`config.mk`:
```
export PLATFORM = sky130hd
export DESIGN_NAME = compass_heading_with_calibration_core_flat
export DESIGN_NICKNAME = d
export VERILOG_FILES = /design/src/rtl/core/chc_pkg.sv /design/src/rtl/core/chc_stream_if.sv /design/src/rtl/core/chc_ctrl.sv /design/src/rtl/core/chc_datapath.sv /design/src/rtl/core/compass_heading_with_calibration_core.sv /design/src/flat_wrapper.sv
export SDC_FILE = /design/constraint.sdc
export NUM_CORES = 1
export LEC_CHECK = 0
export BUFFER_PORTS_ARGS = -buffer_cell sky130_fd_sc_hd__buf_2
export CELL_PAD_IN_SITES_DETAIL_PLACEMENT = 1
export CELL_PAD_IN_SITES_GLOBAL_PLACEMENT = 2
export CORE_MARGIN = 8
export CORE_UTILIZATION = 39
export CTS_BUF_LIST = sky130_fd_sc_hd__clkbuf_8
export DETAILED_ROUTE_END_ITERATION = 10
export HOLD_SLACK_MARGIN = 0.06
export PLACE_DENSITY = 0.9
export SYNTH_ARGS = -nofsm -noshare
export SYNTH_HDL_FRONTEND = slang
export SYNTH_HIERARCHICAL = 1
export SYNTH_SLANG_ARGS = --single-unit
```
`constraint.sdc`:
```
create_clock -name clk -period 6.95 [get_ports clk]
set_input_delay 1.39 -clock clk [delete_from_list [all_inputs] [get_ports clk]]
set_output_delay 1.39 -clock clk [all_outputs]
set_load 0.03 [all_outputs]
```
`src/rtl/core/chc_pkg.sv`:
```
`timescale 1ns / 1ps
`default_nettype none
// ----------------------------------------------------------------------------
// chc_pkg
// Shared types and constants for the calibrated compass heading core.
// ----------------------------------------------------------------------------
package chc_pkg;

    localparam int SAMPLE_WIDTH_DEF = 16;
    localparam int FIELD_WIDTH      = 16;

    localparam logic [15:0] CAL_SAMPLES_RESET = 16'd200;

    // serial divider for 450*minor/major, quotient never exceeds 450 unless both components are zero
    localparam int          DIV_BITS  = 9;
    localparam int          DIV_CNT_W = 4;
    localparam logic [8:0]  Q_MAX     = 9'd450;

    localparam logic [11:0] TENTHS_RIGHT = 12'd900;
    localparam logic [11:0] TENTHS_HALF  = 12'd1800;
    localparam logic [11:0] TENTHS_FULL  = 12'd3600;

    localparam logic [8:0]  DEG_HALF = 9'd180;
    localparam logic [8:0]  DEG_FULL = 9'd360;

    // floor(t/10) = (t*6554) >> 16 for t <= 3600
    localparam logic [12:0] RECIP_TEN       = 13'd6554;
    // floor(v*256/180) = (v*93207) >> 16 for v <= 180
    localparam logic [16:0] RECIP_RAMP      = 17'd93207;
    localparam int          RECIP_SHIFT     = 16;
    localparam int          PROD_W          = 25;

    typedef struct packed {
        logic signed [15:0] sample_x;
        logic signed [15:0] sample_y;
    } chc_in_t;

    typedef struct packed {
        logic               calibrating;
        logic [15:0]        sample_index;
        logic [8:0]         heading_degrees;
        logic [8:0]         red_level;
        logic [8:0]         green_level;
        logic signed [15:0] offset_x;
        logic signed [15:0] offset_y;
    } chc_out_t;

    typedef logic [15:0] chc_cfg_t;

    typedef struct packed {
        logic                 load;
        logic                 cal_update;
        logic                 cal_offset;
        logic                 hd_correct;
        logic                 hd_mag;
        logic                 div_step;
        logic [DIV_CNT_W-1:0] div_bit;
        logic                 hd_fold;
        logic                 hd_deg;
        logic                 lvl_red;
        logic                 lvl_green;
        logic                 out_load;
    } chc_cmd_t;

    typedef struct packed {
        logic calibrating;
    } chc_status_t;

endpackage
`default_nettype wire

```
`src/rtl/core/chc_stream_if.sv`:
```
`timescale 1ns / 1ps
`default_nettype none
// ----------------------------------------------------------------------------
// chc_stream_if
// Valid/ready channel carrying one item of payload type T.
// ----------------------------------------------------------------------------
interface chc_stream_if #(
    parameter type T = logic
) ();
    logic valid;
    logic ready;
    T     data;

    modport source (output valid, output data, input ready);
    modport sink   (input valid, input data, output ready);
endinterface
`default_nettype wire

```
`src/rtl/core/chc_ctrl.sv`:
```
`timescale 1ns / 1ps
`default_nettype none
// ----------------------------------------------------------------------------
// chc_ctrl
// Sequencer: steps the datapath through calibration or heading for one item.
// ----------------------------------------------------------------------------
module chc_ctrl
    import chc_pkg::*;
(
    input  logic        clk,
    input  logic        rst_n,
    input  logic        in_valid,
    output logic        in_ready,
    output logic        out_valid,
    input  logic        out_ready,
    input  chc_status_t status,
    output chc_cmd_t    cmd
);

    typedef enum logic [3:0] {
        ST_IDLE,
        ST_CAL_UPD,
        ST_CAL_OFS,
        ST_HD_CORR,
        ST_HD_MAG,
        ST_HD_DIV,
        ST_HD_FOLD,
        ST_HD_DEG,
        ST_HD_RED,
        ST_HD_GREEN,
        ST_FINISH
    } state_t;

    state_t               state_reg, state_next;
    logic [DIV_CNT_W-1:0] cnt_reg, cnt_next;
    logic                 out_valid_reg, out_valid_next;

    always_comb
    begin
        cmd            = '0;
        state_next     = state_reg;
        cnt_next       = cnt_reg;
        out_valid_next = out_valid_reg && !out_ready;
        case (state_reg)
            ST_IDLE:
            begin
                if (in_valid)
                begin
                    cmd.load   = 1'b1;
                    state_next = status.calibrating ? ST_CAL_UPD : ST_HD_CORR;
                end
            end
            ST_CAL_UPD:
            begin
                cmd.cal_update = 1'b1;
                state_next     = ST_CAL_OFS;
            end
            ST_CAL_OFS:
            begin
                cmd.cal_offset = 1'b1;
                state_next     = ST_FINISH;
            end
            ST_HD_CORR:
            begin
                cmd.hd_correct = 1'b1;
                state_next     = ST_HD_MAG;
            end
            ST_HD_MAG:
            begin
                cmd.hd_mag = 1'b1;
                cnt_next   = DIV_CNT_W'(DIV_BITS - 1);
                state_next = ST_HD_DIV;
            end
            ST_HD_DIV:
            begin
                cmd.div_step = 1'b1;
                cmd.div_bit  = cnt_reg;
                if (cnt_reg == '0)
                begin
                    state_next = ST_HD_FOLD;
                end
                else
                begin
                    cnt_next = cnt_reg - DIV_CNT_W'(1);
                end
            end
            ST_HD_FOLD:
            begin
                cmd.hd_fold = 1'b1;
                state_next  = ST_HD_DEG;
            end
            ST_HD_DEG:
            begin
                cmd.hd_deg = 1'b1;
                state_next = ST_HD_RED;
            end
            ST_HD_RED:
            begin
                cmd.lvl_red = 1'b1;
                state_next  = ST_HD_GREEN;
            end
            ST_HD_GREEN:
            begin
                cmd.lvl_green = 1'b1;
                state_next    = ST_FINISH;
            end
            ST_FINISH:
            begin
                // wait for the output register to free up
                if (!out_valid_reg || out_ready)
                begin
                    cmd.out_load   = 1'b1;
                    out_valid_next = 1'b1;
                    state_next     = ST_IDLE;
                end
            end
            default:
            begin
                state_next = ST_IDLE;
            end
        endcase
    end

    always_ff @(posedge clk or negedge rst_n)
    begin
        if (!rst_n)
        begin
            state_reg     <= ST_IDLE;
            cnt_reg       <= '0;
            out_valid_reg <= 1'b0;
        end
        else
        begin
            state_reg     <= state_next;
            cnt_reg       <= cnt_next;
            out_valid_reg <= out_valid_next;
        end
    end

    assign in_ready  = (state_reg == ST_IDLE);
    assign out_valid = out_valid_reg;

    a_busy_after_accept: assert property (@(posedge clk) disable iff (!rst_n)
        in_valid && in_ready |=> !in_ready)
        else $error("input taken again while an item is in progress");

    a_div_count_range: assert property (@(posedge clk) disable iff (!rst_n)
        state_reg == ST_HD_DIV |-> cnt_reg <= DIV_CNT_W'(DIV_BITS - 1))
        else $error("divider bit index out of range");

    a_fold_after_div: assert property (@(posedge clk) disable iff (!rst_n)
        state_reg == ST_HD_FOLD |-> $past(state_reg) == ST_HD_DIV && $past(cnt_reg) == '0)
        else $error("fold entered before the last divider step");

endmodule
`default_nettype wire

```
`src/rtl/core/chc_datapath.sv`:
```
`timescale 1ns / 1ps
`default_nettype none
// ----------------------------------------------------------------------------
// chc_datapath
// Calibration min/max and offsets, offset removal, linear atan2 with a
// restoring divider, degree scaling and color ramps.
// ----------------------------------------------------------------------------
module chc_datapath
    import chc_pkg::*;
#(
    parameter int SAMPLE_WIDTH = SAMPLE_WIDTH_DEF
)
(
    input  logic        clk,
    input  logic        rst_n,
    input  chc_cmd_t    cmd,
    output chc_status_t status,
    input  chc_in_t     in_data,
    input  logic        cfg_we,
    input  chc_cfg_t    cfg_data,
    output chc_out_t    out_data
);

    localparam int W  = SAMPLE_WIDTH;
    localparam int CW = W + 1;
    localparam int NW = W + 10;

    localparam logic signed [W-1:0] S_TOP = {1'b0, {(W-1){1'b1}}};
    localparam logic signed [W-1:0] S_BOT = {1'b1, {(W-1){1'b0}}};

    // control and calibration state
    logic [15:0]          cal_samples_reg;
    logic [15:0]          taken_reg;
    logic                 done_reg;
    logic signed [W-1:0]  min_x_reg, max_x_reg, min_y_reg, max_y_reg;
    logic signed [W-1:0]  off_x_reg, off_y_reg;

    // per-item working registers
    logic signed [W-1:0]  sx_reg, sy_reg;
    logic                 path_cal_reg;
    logic                 cal_last_reg;
    logic [15:0]          idx_reg;
    logic signed [W:0]    cx_reg, cy_reg;
    logic [W:0]           major_reg;
    logic [NW-1:0]        rem_reg;
    logic [DIV_BITS-1:0]  q_reg;
    logic                 steep_reg;
    logic [11:0]          tenths_reg;
    logic [8:0]           deg_reg;
    logic [8:0]           red_reg, green_reg;
    chc_out_t             out_reg;

    // calibration
    logic signed [W-1:0]  min_x_next, max_x_next, min_y_next, max_y_next;
    logic                 cal_last_next;
    logic signed [W:0]    sum_x, sum_y, adj_x, adj_y;

    assign min_x_next    = (sx_reg < min_x_reg) ? sx_reg : min_x_reg;
    assign max_x_next    = (sx_reg > max_x_reg) ? sx_reg : max_x_reg;
    assign min_y_next    = (sy_reg < min_y_reg) ? sy_reg : min_y_reg;
    assign max_y_next    = (sy_reg > max_y_reg) ? sy_reg : max_y_reg;
    assign cal_last_next = ({1'b0, taken_reg} + 17'd1) >= {1'b0, cal_samples_reg};

    // (min+max)/2 rounded toward zero: bump negatives before the shift
    assign sum_x = CW'(min_x_reg) + CW'(max_x_reg);
    assign sum_y = CW'(min_y_reg) + CW'(max_y_reg);
    assign adj_x = sum_x + CW'({1'b0, sum_x[W]});
    assign adj_y = sum_y + CW'({1'b0, sum_y[W]});

    // heading front end
    logic signed [W:0] cx_next, cy_next;
    logic [W:0]        ax, ay, minor;
    logic              steep_next, both_zero;
    logic [NW-1:0]     num_next, shifted;
    logic              div_ge;

    assign cx_next    = CW'(sx_reg) - CW'(off_x_reg);
    assign cy_next    = CW'(sy_reg) - CW'(off_y_reg);
    assign ax         = cx_reg[W] ? $unsigned(-cx_reg) : $unsigned(cx_reg);
    assign ay         = cy_reg[W] ? $unsigned(-cy_reg) : $unsigned(cy_reg);
    assign steep_next = ax < ay;
    assign minor      = steep_next ? ax : ay;
    assign num_next   = NW'(minor) * NW'(Q_MAX);
    assign both_zero  = (cx_reg == '0) && (cy_reg == '0);
    assign shifted    = NW'(major_reg) << cmd.div_bit;
    assign div_ge     = rem_reg >= shifted;

    // quadrant folding
    logic [11:0] a_base, tenths_next;

    assign a_base = steep_reg ? (TENTHS_RIGHT - 12'(q_reg)) : 12'(q_reg);

    always_comb
    begin
        case ({cx_reg[W], cy_reg[W]})
            2'b10:   tenths_next = TENTHS_HALF - a_base;
            2'b11:   tenths_next = TENTHS_HALF + a_base;
            2'b01:   tenths_next = TENTHS_FULL - a_base;
            default: tenths_next = a_base;
        endcase
        if (both_zero)
        begin
            tenths_next = '0;
        end
    end

    // degrees and color ramps; the two ramps share one multiplier
    logic [PROD_W-1:0] prod_deg, prod_lvl;
    logic [7:0]        ramp_red, ramp_green, ramp_sel;
    logic              low_half;

    assign prod_deg   = PROD_W'(tenths_reg) * PROD_W'(RECIP_TEN);
    assign low_half   = deg_reg <= DEG_HALF;
    assign ramp_red   = low_half ? deg_reg[7:0] : 8'(DEG_FULL - deg_reg);
    assign ramp_green = low_half ? 8'(DEG_HALF - deg_reg) : 8'(deg_reg - DEG_HALF);
    assign ramp_sel   = cmd.lvl_green ? ramp_green : ramp_red;
    assign prod_lvl   = PROD_W'(ramp_sel) * PROD_W'(RECIP_RAMP);

    always_ff @(posedge clk or negedge rst_n)
    begin
        if (!rst_n)
        begin
            cal_samples_reg <= CAL_SAMPLES_RESET;
            taken_reg       <= '0;
            done_reg        <= 1'b0;
            min_x_reg       <= S_TOP;
            min_y_reg       <= S_TOP;
            max_x_reg       <= S_BOT;
            max_y_reg       <= S_BOT;
            off_x_reg       <= '0;
            off_y_reg       <= '0;
        end
        else
        begin
            if (cfg_we)
            begin
                cal_samples_reg <= cfg_data;
            end
            if (cmd.cal_update)
            begin
                min_x_reg <= min_x_next;
                max_x_reg <= max_x_next;
                min_y_reg <= min_y_next;
                max_y_reg <= max_y_next;
                taken_reg <= taken_reg + 16'd1;
            end
            if (cmd.cal_offset && cal_last_reg)
            begin
                off_x_reg <= adj_x[W:1];
                off_y_reg <= adj_y[W:1];
                done_reg  <= 1'b1;
            end
        end
    end

    always_ff @(posedge clk)
    begin
        if (cmd.load)
        begin
            sx_reg       <= W'($unsigned(in_data.sample_x));
            sy_reg       <= W'($unsigned(in_data.sample_y));
            path_cal_reg <= !done_reg;
        end
        if (cmd.cal_update)
        begin
            idx_reg      <= taken_reg;
            cal_last_reg <= cal_last_next;
        end
        if (cmd.hd_correct)
        begin
            cx_reg <= cx_next;
            cy_reg <= cy_next;
        end
        if (cmd.hd_mag)
        begin
            major_reg <= steep_next ? ay : ax;
            rem_reg   <= num_next;
            steep_reg <= steep_next;
            q_reg     <= '0;
        end
        if (cmd.div_step && div_ge)
        begin
            rem_reg             <= rem_reg - shifted;
            q_reg[cmd.div_bit]  <= 1'b1;
        end
        if (cmd.hd_fold)
        begin
            tenths_reg <= tenths_next;
        end
        if (cmd.hd_deg)
        begin
            deg_reg <= prod_deg[RECIP_SHIFT +: 9];
        end
        if (cmd.lvl_red)
        begin
            red_reg <= prod_lvl[RECIP_SHIFT +: 9];
        end
        if (cmd.lvl_green)
        begin
            green_reg <= prod_lvl[RECIP_SHIFT +: 9];
        end
        if (cmd.out_load)
        begin
            out_reg.calibrating     <= path_cal_reg;
            out_reg.sample_index    <= path_cal_reg ? idx_reg : 16'd0;
            out_reg.heading_degrees <= path_cal_reg ? 9'd0 : deg_reg;
            out_reg.red_level       <= path_cal_reg ? 9'd0 : red_reg;
            out_reg.green_level     <= path_cal_reg ? 9'd0 : green_reg;
            out_reg.offset_x        <= FIELD_WIDTH'(off_x_reg);
            out_reg.offset_y        <= FIELD_WIDTH'(off_y_reg);
        end
    end

    assign status.calibrating = !done_reg;
    assign out_data           = out_reg;

    a_quotient_bound: assert property (@(posedge clk) disable iff (!rst_n)
        cmd.hd_fold && !both_zero |-> q_reg <= Q_MAX)
        else $error("atan ratio above 450");

    a_done_sticky: assert property (@(posedge clk) disable iff (!rst_n)
        done_reg |=> done_reg)
        else $error("calibration restarted without reset");

    a_heading_range: assert property (@(posedge clk) disable iff (!rst_n)
        cmd.out_load && !path_cal_reg |-> deg_reg <= DEG_FULL && red_reg <= 9'd256)
        else $error("heading or level out of range");

endmodule
`default_nettype wire

```
`src/rtl/core/compass_heading_with_calibration_core.sv`:
```
`timescale 1ns / 1ps
`default_nettype none
// ----------------------------------------------------------------------------
// compass_heading_with_calibration_core
// Hard-iron calibrated magnetometer heading with red/green level ramps.
// ----------------------------------------------------------------------------
// One item is in flight at a time. A calibration item steps through accept,
// min/max update, offset and output load. A heading item steps through
// accept, offset removal, magnitude, the restoring divider for
// 450*minor/major (one quotient bit per cycle), fold, degrees, red level,
// green level and output load. The next item is taken as soon as the result
// is in the output register, while that result may still wait downstream;
// if it still waits when the next result is ready, the core holds in its
// output load step until the result is taken.
// The calibration count register is written through cfg (always ready) and
// should only be changed while the core is idle.
// ----------------------------------------------------------------------------
module compass_heading_with_calibration_core
    import chc_pkg::*;
#(
    parameter int SAMPLE_WIDTH = SAMPLE_WIDTH_DEF
)
(
    input  logic          clk,
    input  logic          rst_n,
    chc_stream_if.sink    sample,
    chc_stream_if.source  result,
    chc_stream_if.sink    cfg
);

    chc_cmd_t    cmd;
    chc_status_t status;

    assign cfg.ready = 1'b1;

    chc_ctrl u_ctrl (
        .clk       (clk),
        .rst_n     (rst_n),
        .in_valid  (sample.valid),
        .in_ready  (sample.ready),
        .out_valid (result.valid),
        .out_ready (result.ready),
        .status    (status),
        .cmd       (cmd)
    );

    chc_datapath #(
        .SAMPLE_WIDTH (SAMPLE_WIDTH)
    ) u_datapath (
        .clk      (clk),
        .rst_n    (rst_n),
        .cmd      (cmd),
        .status   (status),
        .in_data  (sample.data),
        .cfg_we   (cfg.valid),
        .cfg_data (cfg.data),
        .out_data (result.data)
    );

endmodule
`default_nettype wire

```
`src/flat_wrapper.sv`:
```
// flat-port wrapper written by rule: the top's interface ports become plain ports
module compass_heading_with_calibration_core_flat import chc_pkg::*;
#(
    parameter int SAMPLE_WIDTH = SAMPLE_WIDTH_DEF
)
  (clk, rst_n, sample_valid, sample_data, sample_ready, result_valid, result_data, result_ready, cfg_valid, cfg_data, cfg_ready);
  chc_stream_if #(.T(chc_in_t)) sample_i ();
  chc_stream_if #(.T(chc_out_t)) result_i ();
  chc_stream_if #(.T(chc_cfg_t)) cfg_i ();
  input  logic clk;
  input  logic rst_n;
  input wire logic [$bits(sample_i.valid)-1:0] sample_valid;
  input wire logic [$bits(sample_i.data)-1:0] sample_data;
  output wire logic [$bits(sample_i.ready)-1:0] sample_ready;
  output wire logic [$bits(result_i.valid)-1:0] result_valid;
  output wire logic [$bits(result_i.data)-1:0] result_data;
  input wire logic [$bits(result_i.ready)-1:0] result_ready;
  input wire logic [$bits(cfg_i.valid)-1:0] cfg_valid;
  input wire logic [$bits(cfg_i.data)-1:0] cfg_data;
  output wire logic [$bits(cfg_i.ready)-1:0] cfg_ready;
  assign sample_i.valid = sample_valid;
  assign sample_i.data = sample_data;
  assign sample_ready = sample_i.ready;
  assign result_valid = result_i.valid;
  assign result_data = result_i.data;
  assign result_i.ready = result_ready;
  assign cfg_i.valid = cfg_valid;
  assign cfg_i.data = cfg_data;
  assign cfg_ready = cfg_i.ready;
  compass_heading_with_calibration_core #(.SAMPLE_WIDTH(SAMPLE_WIDTH)) u_core (.clk(clk), .rst_n(rst_n), .sample(sample_i), .result(result_i), .cfg(cfg_i));
endmodule
```
# After elaboration in Yosys (flattened, before gate mapping)
# Cells that the tools add are included.
[word_totals]
reg_bits = 390
out_inout_bits = 79
word_cells = 144
in_bits = 53
[op_classes]
n_reduce_logical = 22
add_sub_neg = 19
multipliers = 3
eq_ne = 17
n_shift = 1
n_mux = 37
magnitude_cmp = 10
bitwise_logic = 1
[op_table]
columns = ["operator", "n"]
rows = [
  ["$mux 17", 4],
  ["$mux 26", 2],
  ["$pmux 4 s10", 1],
  ["$pmux 12 s3", 1],
  ["$add 16x16->17", 2],
  ["$add 17x1->17", 2],
  ["$logic_not 17->1", 2],
  ["$neg 17->17", 2],
  ["$sub 16x16->17", 2],
  ["$gt 16x16->1", 2],
  ["$lt 16x16->1", 2],
  ["$ge 26x26->1", 1],
  ["$shl 17x4->26", 1],
  ["$sub 26x26->26", 1],
  ["$mul 17x8->25 const B", 1],
  ["$mul 8x17->25 const B", 1],
  ["$mul 12x12->24 const B", 1],
  ["$mux 8", 3],
  ["$mux 9", 2],
  ["$add 16x1->17 const B", 1],
  ["$ge 17x16->1", 1],
  ["$lt 17x17->1", 1],
  ["$add 16x1->16 const B", 1],
  ["$eq 4x3->1 const B", 4],
  ["33 further kinds", 69],
]

# Logic depth before layout (Yosys ltp)
# Gate-level depths: netlist of the first run.
[depth]
depth_word = 8
mapped_depth = 37
ltp_nobuf = 34

# By module
# Netlist of the first run, hierarchy kept.
[modules_own_cells]
columns = ["mod", "area_each_um2", "cells_each", "seq_area_each_um2", "instances"]
rows = [
  ["chc_datapath", 30081.4, 2986, 10749.1, 1],
  ["chc_ctrl", 670.6, 76, 225.2, 1],
  ["compass_heading_with_calibration_core", 11.3, 2, 0.0, 1],
]

# Least setup slack after synthesis of the first run
# No wires, ideal clock.
[synth_path]
path_type = "register to register"
start = "register u_core.u_datapath.cy_reg[0]"
end = "register u_core.u_datapath.rem_reg[23] (data pin)"
n_path_buf = 3
stages_incl_launch_ff = 32
setup_time_ns = 0.259
arrival_time_ns = 7.481
period_less_slack_ns = 7.740
required_ns = 6.691
path_slack_ns = -0.790
path_cell_list = "edfxtp_1 > inv_1 > ha_1 > or4b_1 > o21ai_0 > xor2_1 > ha_1 > o21a_1 > o211ai_1 > nor2_1 > a221oi_2 > a2111oi_2 > o21ai_1 > nor2b_1 > buf_6 > buf_6 > buf_2 > o21ai_0 > fa_1 > inv_1 > ha_1 > fa_1 > ha_1 > ha_1 > or3_1 > o21ai_0 > a31oi_1 > a41o_1 > o41ai_1 > xnor2_1 > nor2_1 > a211o_1"
[synth_via]
elab_chain_cells = 7
[synth_lines]
columns = ["element", "line", "rtl"]
rows = [
  ["from (decl)", "chc_datapath.sv:43", "logic signed [W:0] cx_reg, cy_reg;"],
  ["from (signal assigned)", "chc_datapath.sv:172", "cy_reg <= cy_next;"],
  ["$neg 17->17", "chc_datapath.sv:80", "assign ay = cy_reg[W] ? $unsigned(-cy_reg) : $unsigned(cy_reg);"],
  ["$mux 17 *", "chc_datapath.sv:80", ""],
  ["$lt 17x17->1", "chc_datapath.sv:81", "assign steep_next = ax < ay;"],
  ["$mux 17 *", "chc_datapath.sv:82", "assign minor = steep_next ? ax : ay;"],
  ["$mul 17x8->25 *", "chc_datapath.sv:83", "assign num_next = NW'(minor) * NW'(Q_MAX);"],
  ["$mux 26 *", "chc_datapath.sv:174", "if (cmd.hd_mag)"],
  ["$mux 26 *", "chc_datapath.sv:181", "if (cmd.div_step && div_ge)"],
  ["to (signal assigned)", "chc_datapath.sv:177", "rem_reg <= num_next;"],
  ["to (signal assigned)", "chc_datapath.sv:183", "rem_reg <= rem_reg - shifted;"],
  ["to (decl)", "chc_datapath.sv:45", "logic [NW-1:0] rem_reg;"],
]
# Mark *: on every way between the ends. The rest lies on a longest branch, timed or not. The select of a mux whose other input is x is not followed.
# A chain may end at the register's enable or synchronous reset.

# Worst setup path in the final report of the first run
[layout_path]
start = "register u_core.u_datapath.cy_reg[1]"
end = "register u_core.u_datapath.rem_reg[25] (data pin)"
# The elaborated chain is that of the path after synthesis.

==> results of run 1 <==
[cell families (layout without fill, tap and decap cells)]
| group | after synthesis | in the layout | share of synthesized area |
|---|---|---|---|
| AOI/OAI and AO/OA | 610 | 610 | 0.127 |
| xor gates and xnor gates | 213 | 213 | 0.0606 |
| adders and majority gates | 508 | 508 | 0.227 |
| buffers and inverters | 446 | 816 | 0.0560 |
| DFF | 390 | 390 | 0.357 |
| muxes | 125 | 125 | 0.0467 |
| other | 1 | 4 | 0.000122 |
| and+or+nand+nor | 771 | 771 | 0.125 |
[worst max-delay path by stage]
stage / endpoint / slack (ns) / from / cells past startpoint
after floorplan: u_core/u_datapath/rem_reg[23] / -0.02 / u_core/u_datapath/cy_reg[0] / 33
after global placement: u_core/u_datapath/rem_reg[23] / -0.11 / u_core/u_datapath/cy_reg[1] / 31
after detailed placement: u_core/u_datapath/rem_reg[25] / -0.30 / u_core/u_datapath/cy_reg[0] / 31
after CTS: u_core/u_datapath/rem_reg[25] / -0.13 / u_core/u_datapath/cy_reg[1] / 34
after global routing: u_core/u_datapath/rem_reg[25] / -0.37 / u_core/u_datapath/cy_reg[1] / 32
final: u_core/u_datapath/rem_reg[25] / -0.15 / u_core/u_datapath/cy_reg[1] / 31
[final cells by class]
| cell class | instances | area share |
|---|---|---|
| clock inverter | 56 | 0.0105 |
| tap | 1050 | 0.0367 |
| sequential | 390 | 0.307 |
| multi-input combinational | 2228 | 0.519 |
| clock buffer | 79 | 0.0304 |
| timing repair buffer | 310 | 0.0575 |
| antenna | 3 | 0.000210 |
| inverter | 371 | 0.0389 |
[cells in the mapped netlist (6+ instances only)]
master,count
sky130_fd_sc_hd__or2_2,15
sky130_fd_sc_hd__xor2_1,83
sky130_fd_sc_hd__o21bai_1,8
sky130_fd_sc_hd__a21boi_0,8
sky130_fd_sc_hd__ha_1,416
sky130_fd_sc_hd__mux2i_1,38
sky130_fd_sc_hd__a31o_2,6
sky130_fd_sc_hd__nand4_1,25
sky130_fd_sc_hd__nand2_1,199
sky130_fd_sc_hd__a21o_1,54
sky130_fd_sc_hd__dfrtp_1,103
sky130_fd_sc_hd__or3_1,25
sky130_fd_sc_hd__xnor2_1,130
sky130_fd_sc_hd__nor4_1,13
sky130_fd_sc_hd__o21a_1,32
sky130_fd_sc_hd__buf_2,11
sky130_fd_sc_hd__a211oi_1,25
sky130_fd_sc_hd__fa_1,86
sky130_fd_sc_hd__and4_1,7
sky130_fd_sc_hd__a2111oi_0,9
sky130_fd_sc_hd__dfxtp_1,9
sky130_fd_sc_hd__o22ai_1,10
sky130_fd_sc_hd__nand3_1,55
sky130_fd_sc_hd__and2_1,31
sky130_fd_sc_hd__nand3b_1,9
sky130_fd_sc_hd__o21ai_0,182
sky130_fd_sc_hd__inv_1,369
sky130_fd_sc_hd__mux2_2,78
sky130_fd_sc_hd__mux4_2,6
sky130_fd_sc_hd__nor3_1,70
sky130_fd_sc_hd__a21oi_1,136
sky130_fd_sc_hd__nor2_1,178
sky130_fd_sc_hd__o211ai_1,16
sky130_fd_sc_hd__and3_1,22
sky130_fd_sc_hd__a211o_1,8
sky130_fd_sc_hd__maj3_1,6
sky130_fd_sc_hd__nand2b_1,28
sky130_fd_sc_hd__nor2b_1,61
sky130_fd_sc_hd__edfxtp_1,243
sky130_fd_sc_hd__a31oi_1,16
sky130_fd_sc_hd__dfstp_2,35
sky130_fd_sc_hd__o31ai_1,28
sky130_fd_sc_hd__clkbuf_1,56
[cell usage in the layout, fill, tap and decap left out, types with 35 or more instances in the layout]
master / count
sky130_fd_sc_hd__dfstp_2: 35
sky130_fd_sc_hd__mux2_2: 77
sky130_fd_sc_hd__o21ai_0: 175
sky130_fd_sc_hd__xor2_1: 80
sky130_fd_sc_hd__nor2_1: 176
sky130_fd_sc_hd__a21o_1: 54
sky130_fd_sc_hd__xnor2_1: 128
sky130_fd_sc_hd__inv_1: 383
sky130_fd_sc_hd__a21oi_1: 126
sky130_fd_sc_hd__nor2b_1: 60
sky130_fd_sc_hd__buf_4: 172
sky130_fd_sc_hd__buf_2: 129
sky130_fd_sc_hd__fa_1: 85
sky130_fd_sc_hd__nand2_1: 196
sky130_fd_sc_hd__nand3_1: 55
sky130_fd_sc_hd__nor3_1: 65
sky130_fd_sc_hd__edfxtp_1: 243
sky130_fd_sc_hd__ha_1: 397
sky130_fd_sc_hd__dfrtp_1: 103
sky130_fd_sc_hd__clkbuf_8: 79
[timing repair]
| item | CTS | global route |
|---|---|---|
| resized for setup | 19 | 38 |
| pin swaps | 26 | 18 |
| endpoints found under the setup margin | 5 | 19 |
| cloned | 0 | 0 |
| setup buffers | 10 | 10 |
[layer usage]
metal,share of wire,GRT usage,up-vias
met5,0,0,-
met3,0.027,0.0233,134
li1,-,-,11500
met2,0.50,0.326,293
met1,0.45,0.233,11700
met4,0.031,0.0656,0
[metrics by stage]
stage / utilization / setup WS, ns
final: 0.456 / -0.148
after global placement: 0.432 / -0.113
after floorplan: - / -0.0190
after CTS: 0.452 / -0.130
after detailed placement: 0.432 / -0.303
after global routing: 0.456 / -0.369
==> reports/metrics.cfg, run 1 <==
[timing]
holdWs_ns = 0.451
clock_period_minus_worst_slack_ns = 7.10
final.period_utilization = 1.02
worst_clock_skew_ns = 0.0483
tns_ns = -0.343
timing.final.setup_violations = 5
hold_vio_cnt_final = 0
tightestPinTransition_ns = 1.10
slew_headroom = 0.267
grt_setup_unrepaired = yes
max_freq_mhz = 141
max_slew_violation_count = 0
worst_slack_setup_final_ns = -0.148

[drt]
ant_nets = 0
route.vias.total = 23600
drt_iter0_markers = 1051
drt_pre_antenna_iters = 4
detail_route.wirelength_mm = 84.3
post_drt_wl_per_cell_um = 18.8
drc_violations_left = 0
drt-vias-per-instance = 5.26

[die]
core_area_um2 = 78500
io_pins = 132
placement_rows = 103
die_area_um2 = 88100
horizontal_die_dimension_um = 297
floorplan.initialDensity = 0.392
fp.dieH_um = 297

[setup_path]
critPathArrivalTime_ns = 7.51
classification_of_the_worst_setup_path = reg -> reg
critPathBufInv = 4
required_ns = 7.36
critical_path.most_common_cell = sky130_fd_sc_hd__ha_4
regToRegEndpoint = u_core/u_datapath/rem_reg[25]
crit_path_max_fanout = 6
critical-path-top-delay-family = adder cells
critical-path-max-stage-delay_ns = 0.54
r2r_slack_ns = -0.15
reg2reg_depth = 31
critPathCaptureType = flip-flop
sort_of_element_at_the_start_of_the_critical_path = flip-flop
worstReg2RegStart = u_core/u_datapath/cy_reg[1]
critPathSlowestCell = sky130_fd_sc_hd__fa_1

[clock_network]
cts-buffers-inserted = 73
clk_transition_reported_paths_ns = 0.07
htreeDepth = 3
postCtsHoldBufs = 0
cts.root.buffer_cell = sky130_fd_sc_hd__clkbuf_8
clock_insertion_delay_at_the_later_pin_of_the_skew_report_ns = 0.69
cts_buffer_depth = 3
cts_tree = done
clock_sinks = 390

[cells_and_area]
final-seq-area_um2 = 11000
final_area_um2 = 35800
max_ffs_per_register = 76
area_delta_synth_final_pct = 16.3
fillers = 8828
drive_gt1_frac = 0.191
multiInputGateArea_um2 = 18600
nets = 3929
layout.cells.non_filler = 4487

[placed_design]
hpwlAfterDp_mm = 66.0
gpl.final_weighted_congestion = 0.851
cell_area_placed_um2 = 33900
io_buffer_count = 130
post-place-cells = 4329

[global_routing]
maximum_number_of_pins_on_one_net_before_global_route_repair = 72
globalRouteTotalUtil = 0.186
grt_first_pass_wirelength_mm = 135
number_of_global_route_vias_before_repair = 25500
initial_antenna_violation_count = 4
gr-total-overflow = 0

[yosys]
synthFlopType = sky130_fd_sc_hd__edfxtp_1
synth.avg_cell_area_um2 = 10.0
yosysSeqAreaShare = 0.357
ys_types = 101
ys_top_cells_by_area = sky130_fd_sc_hd__edfxtp_1 (24%), sky130_fd_sc_hd__ha_1 (17%), sky130_fd_sc_hd__dfrtp_1 (8.4%)
netlist_area_um2 = 30800
synth_largest_area_cell = sky130_fd_sc_hd__edfxtp_1
ys_ff_latch = 390
netlist.area_leader.share = 0.237
mapped_cells = 3064
async_flop_share = 0.354
edff_count_synth = 243
synthesis.nets = 3619
yosys_warnings = 6

[min_path]
timing.hold.worst.start = u_core/u_datapath/off_x_reg[7]
min_to = u_core/u_datapath/out_data[23]
whs_path_depth = 0
hold_class = reg -> reg

[status]
violations = negative setup slack
status = finished, violations left

[flow_run]
maxCapViolations = 0

Power of run 1 is left out: the tool's default activity adds up to more than one toggle a clock period on the data nets, which glitch-free logic cannot reach.
==> inputs of run 2 (changes only) <==
- SKIP_LAST_GASP: unset -> 1
==> reports/metrics.cfg, run 2 (synthesis results as in run 1) <==
[setup_path]
crit_path_max_fanout = 6
critPathCaptureType = flip-flop
critPathArrivalTime_ns = 7.55
required_ns = 7.36
sort_of_element_at_the_start_of_the_critical_path = flip-flop
critical-path-top-delay-family = adder cells
critPathSlowestCell = sky130_fd_sc_hd__fa_1
r2r_slack_ns = -0.19
wp_depth = 31
setup.worst_path.end = u_core/u_datapath/rem_reg[25]
critical-path-max-stage-delay_ns = 0.54
worstReg2RegStart = u_core/u_datapath/cy_reg[1]
reg2reg_depth = 31
critical_path.most_common_cell = sky130_fd_sc_hd__ha_4
critPathBufInv = 4
regToRegEndpoint = u_core/u_datapath/rem_reg[25]
setup.worst_path.start = u_core/u_datapath/cy_reg[1]
classification_of_the_worst_setup_path = reg -> reg

[placed_design]
gpl.final_weighted_congestion = 0.851
post-place-cells = 4329
hpwlAfterDp_mm = 66.0
io_buffer_count = 130

[global_routing]
globalRouteTotalUtil = 0.186
grt_first_pass_wirelength_mm = 135
initial_antenna_violation_count = 4
maximum_number_of_pins_on_one_net_before_global_route_repair = 72
number_of_global_route_vias_before_repair = 25500
gr-total-overflow = 0

[drt]
drt-vias-per-instance = 5.26
drt_pre_antenna_iters = 5
drt_iter0_markers = 1122
drc_violations_left = 0
detail_route.wirelength_mm = 84.2
ant_nets = 0
post_drt_wl_per_cell_um = 18.8
route.vias.total = 23600

[cells_and_area]
nets = 3929
max_ffs_per_register = 76
drive_gt1_frac = 0.190
layout.cells.non_filler = 4487
layout.cells.most_common_list = sky130_fd_sc_hd__ha_1 (400), sky130_fd_sc_hd__inv_1 (383), sky130_fd_sc_hd__edfxtp_1 (243), sky130_fd_sc_hd__nand2_1 (197)
area_delta_synth_final_pct = 16.2
final_standard_cell_utilization_of_the_core = 0.455
mostFrequentLayoutCell = sky130_fd_sc_hd__ha_1

[timing]
hold_vio_cnt_final = 0
tightestPinTransition_ns = 1.10
tns_ns = -0.339
clock_period_minus_worst_slack_ns = 7.14
grt_setup_unrepaired = yes
max_slew_violation_count = 0
timing.final.setup_violations = 4
final.period_utilization = 1.03
slew_headroom = 0.270
worst_clock_skew_ns = 0.0482
max_freq_mhz = 140
worst_slack_setup_final_ns = -0.187

[clock_network]
htreeDepth = 3
postCtsHoldBufs = 0
cts_buffer_depth = 3
cts_tree = done
clock_sinks = 390
cts-buffers-inserted = 73
clk_transition_reported_paths_ns = 0.07
cts.root.buffer_cell = sky130_fd_sc_hd__clkbuf_8
clock_insertion_delay_at_the_later_pin_of_the_skew_report_ns = 0.68

[die]
floorplan.initialDensity = 0.392
die_area_um2 = 88100
io_pins = 132
horizontal_die_dimension_um = 297
fp.dieH_um = 297
placement_rows = 103
core_area_um2 = 78500

[status]
status = finished, violations left
violations = negative setup slack

[min_path]
hold_class = reg -> reg

[flow_run]
maxCapViolations = 0

## run 2: cell counts in the layout (fill, tap and decap cells not counted)
No cell type changed its count.
## run 2: how the worst min path moves through the flow
stage	startpoint	slack [ns]	to	cells past startpoint
after global routing	u_core/u_datapath/off_x_reg[7]	0.46	u_core/u_datapath/out_data[23]	0
after global placement	u_core/u_datapath/off_x_reg[10]	0.43	u_core/u_datapath/out_data[26]	0
after floorplan	u_core/u_datapath/taken_reg[13]	0.42	u_core/u_datapath/idx_reg[13]	0
after CTS	u_core/u_datapath/off_x_reg[8]	0.45	u_core/u_datapath/out_data[24]	0
after detailed placement	u_core/u_datapath/off_x_reg[8]	0.44	u_core/u_datapath/out_data[24]	0
final	u_core/u_datapath/off_x_reg[7]	0.45	u_core/u_datapath/out_data[23]	0
## run 2: repair_timing
action	4_1_cts	5_1_grt
pin swaps	26	18
endpoints found under the hold margin	0	0
gates resized for setup	19	32
endpoints found under the setup margin	5	19
setup buffers	10	10
cloned	0	0
## run 2: final cells by class
cell class	count	area (um^2)
fill	8834	42700
multi-input combinational	2228	18500
sequential	390	11000
timing repair buffer	310	2060
inverter	371	1390
tap	1050	1310
clock buffer	79	1090
clock inverter	56	374
antenna	3	7.51
## run 2: per-stage QoR
step                      setup WS, ns  cell area [um^2]  hold WS [ns]
after floorplan                -0.0190             31000         0.423
after CTS                       -0.130             35500         0.454
after global routing            -0.431             35700         0.463
after global placement          -0.113             33900         0.434
after detailed placement        -0.303             33900         0.437
final                           -0.187             35700         0.451
## run 2: worst reg2reg max path: cells and delay by family (launching register included)
family,cells,cell delay (ns)
fa+ha+maj,7,2.07
compound gates,11,1.82
simple gates,7,1.63
buf+inv,4,0.54
flops,1,0.39
xor+xnor,1,0.21
mux,1,0.21
## run 2: layer usage
| layer | part of all wire | vias up | GRT usage |
|---|---|---|---|
| met1 | 0.45 | 11700 | 0.233 |
| met5 | 0 | - | 0 |
| met4 | 0.031 | 0 | 0.0656 |
| met3 | 0.024 | 133 | 0.0233 |
| li1 | - | 11500 | - |
| met2 | 0.50 | 283 | 0.326 |
Power of run 2 is left out for the same reason.
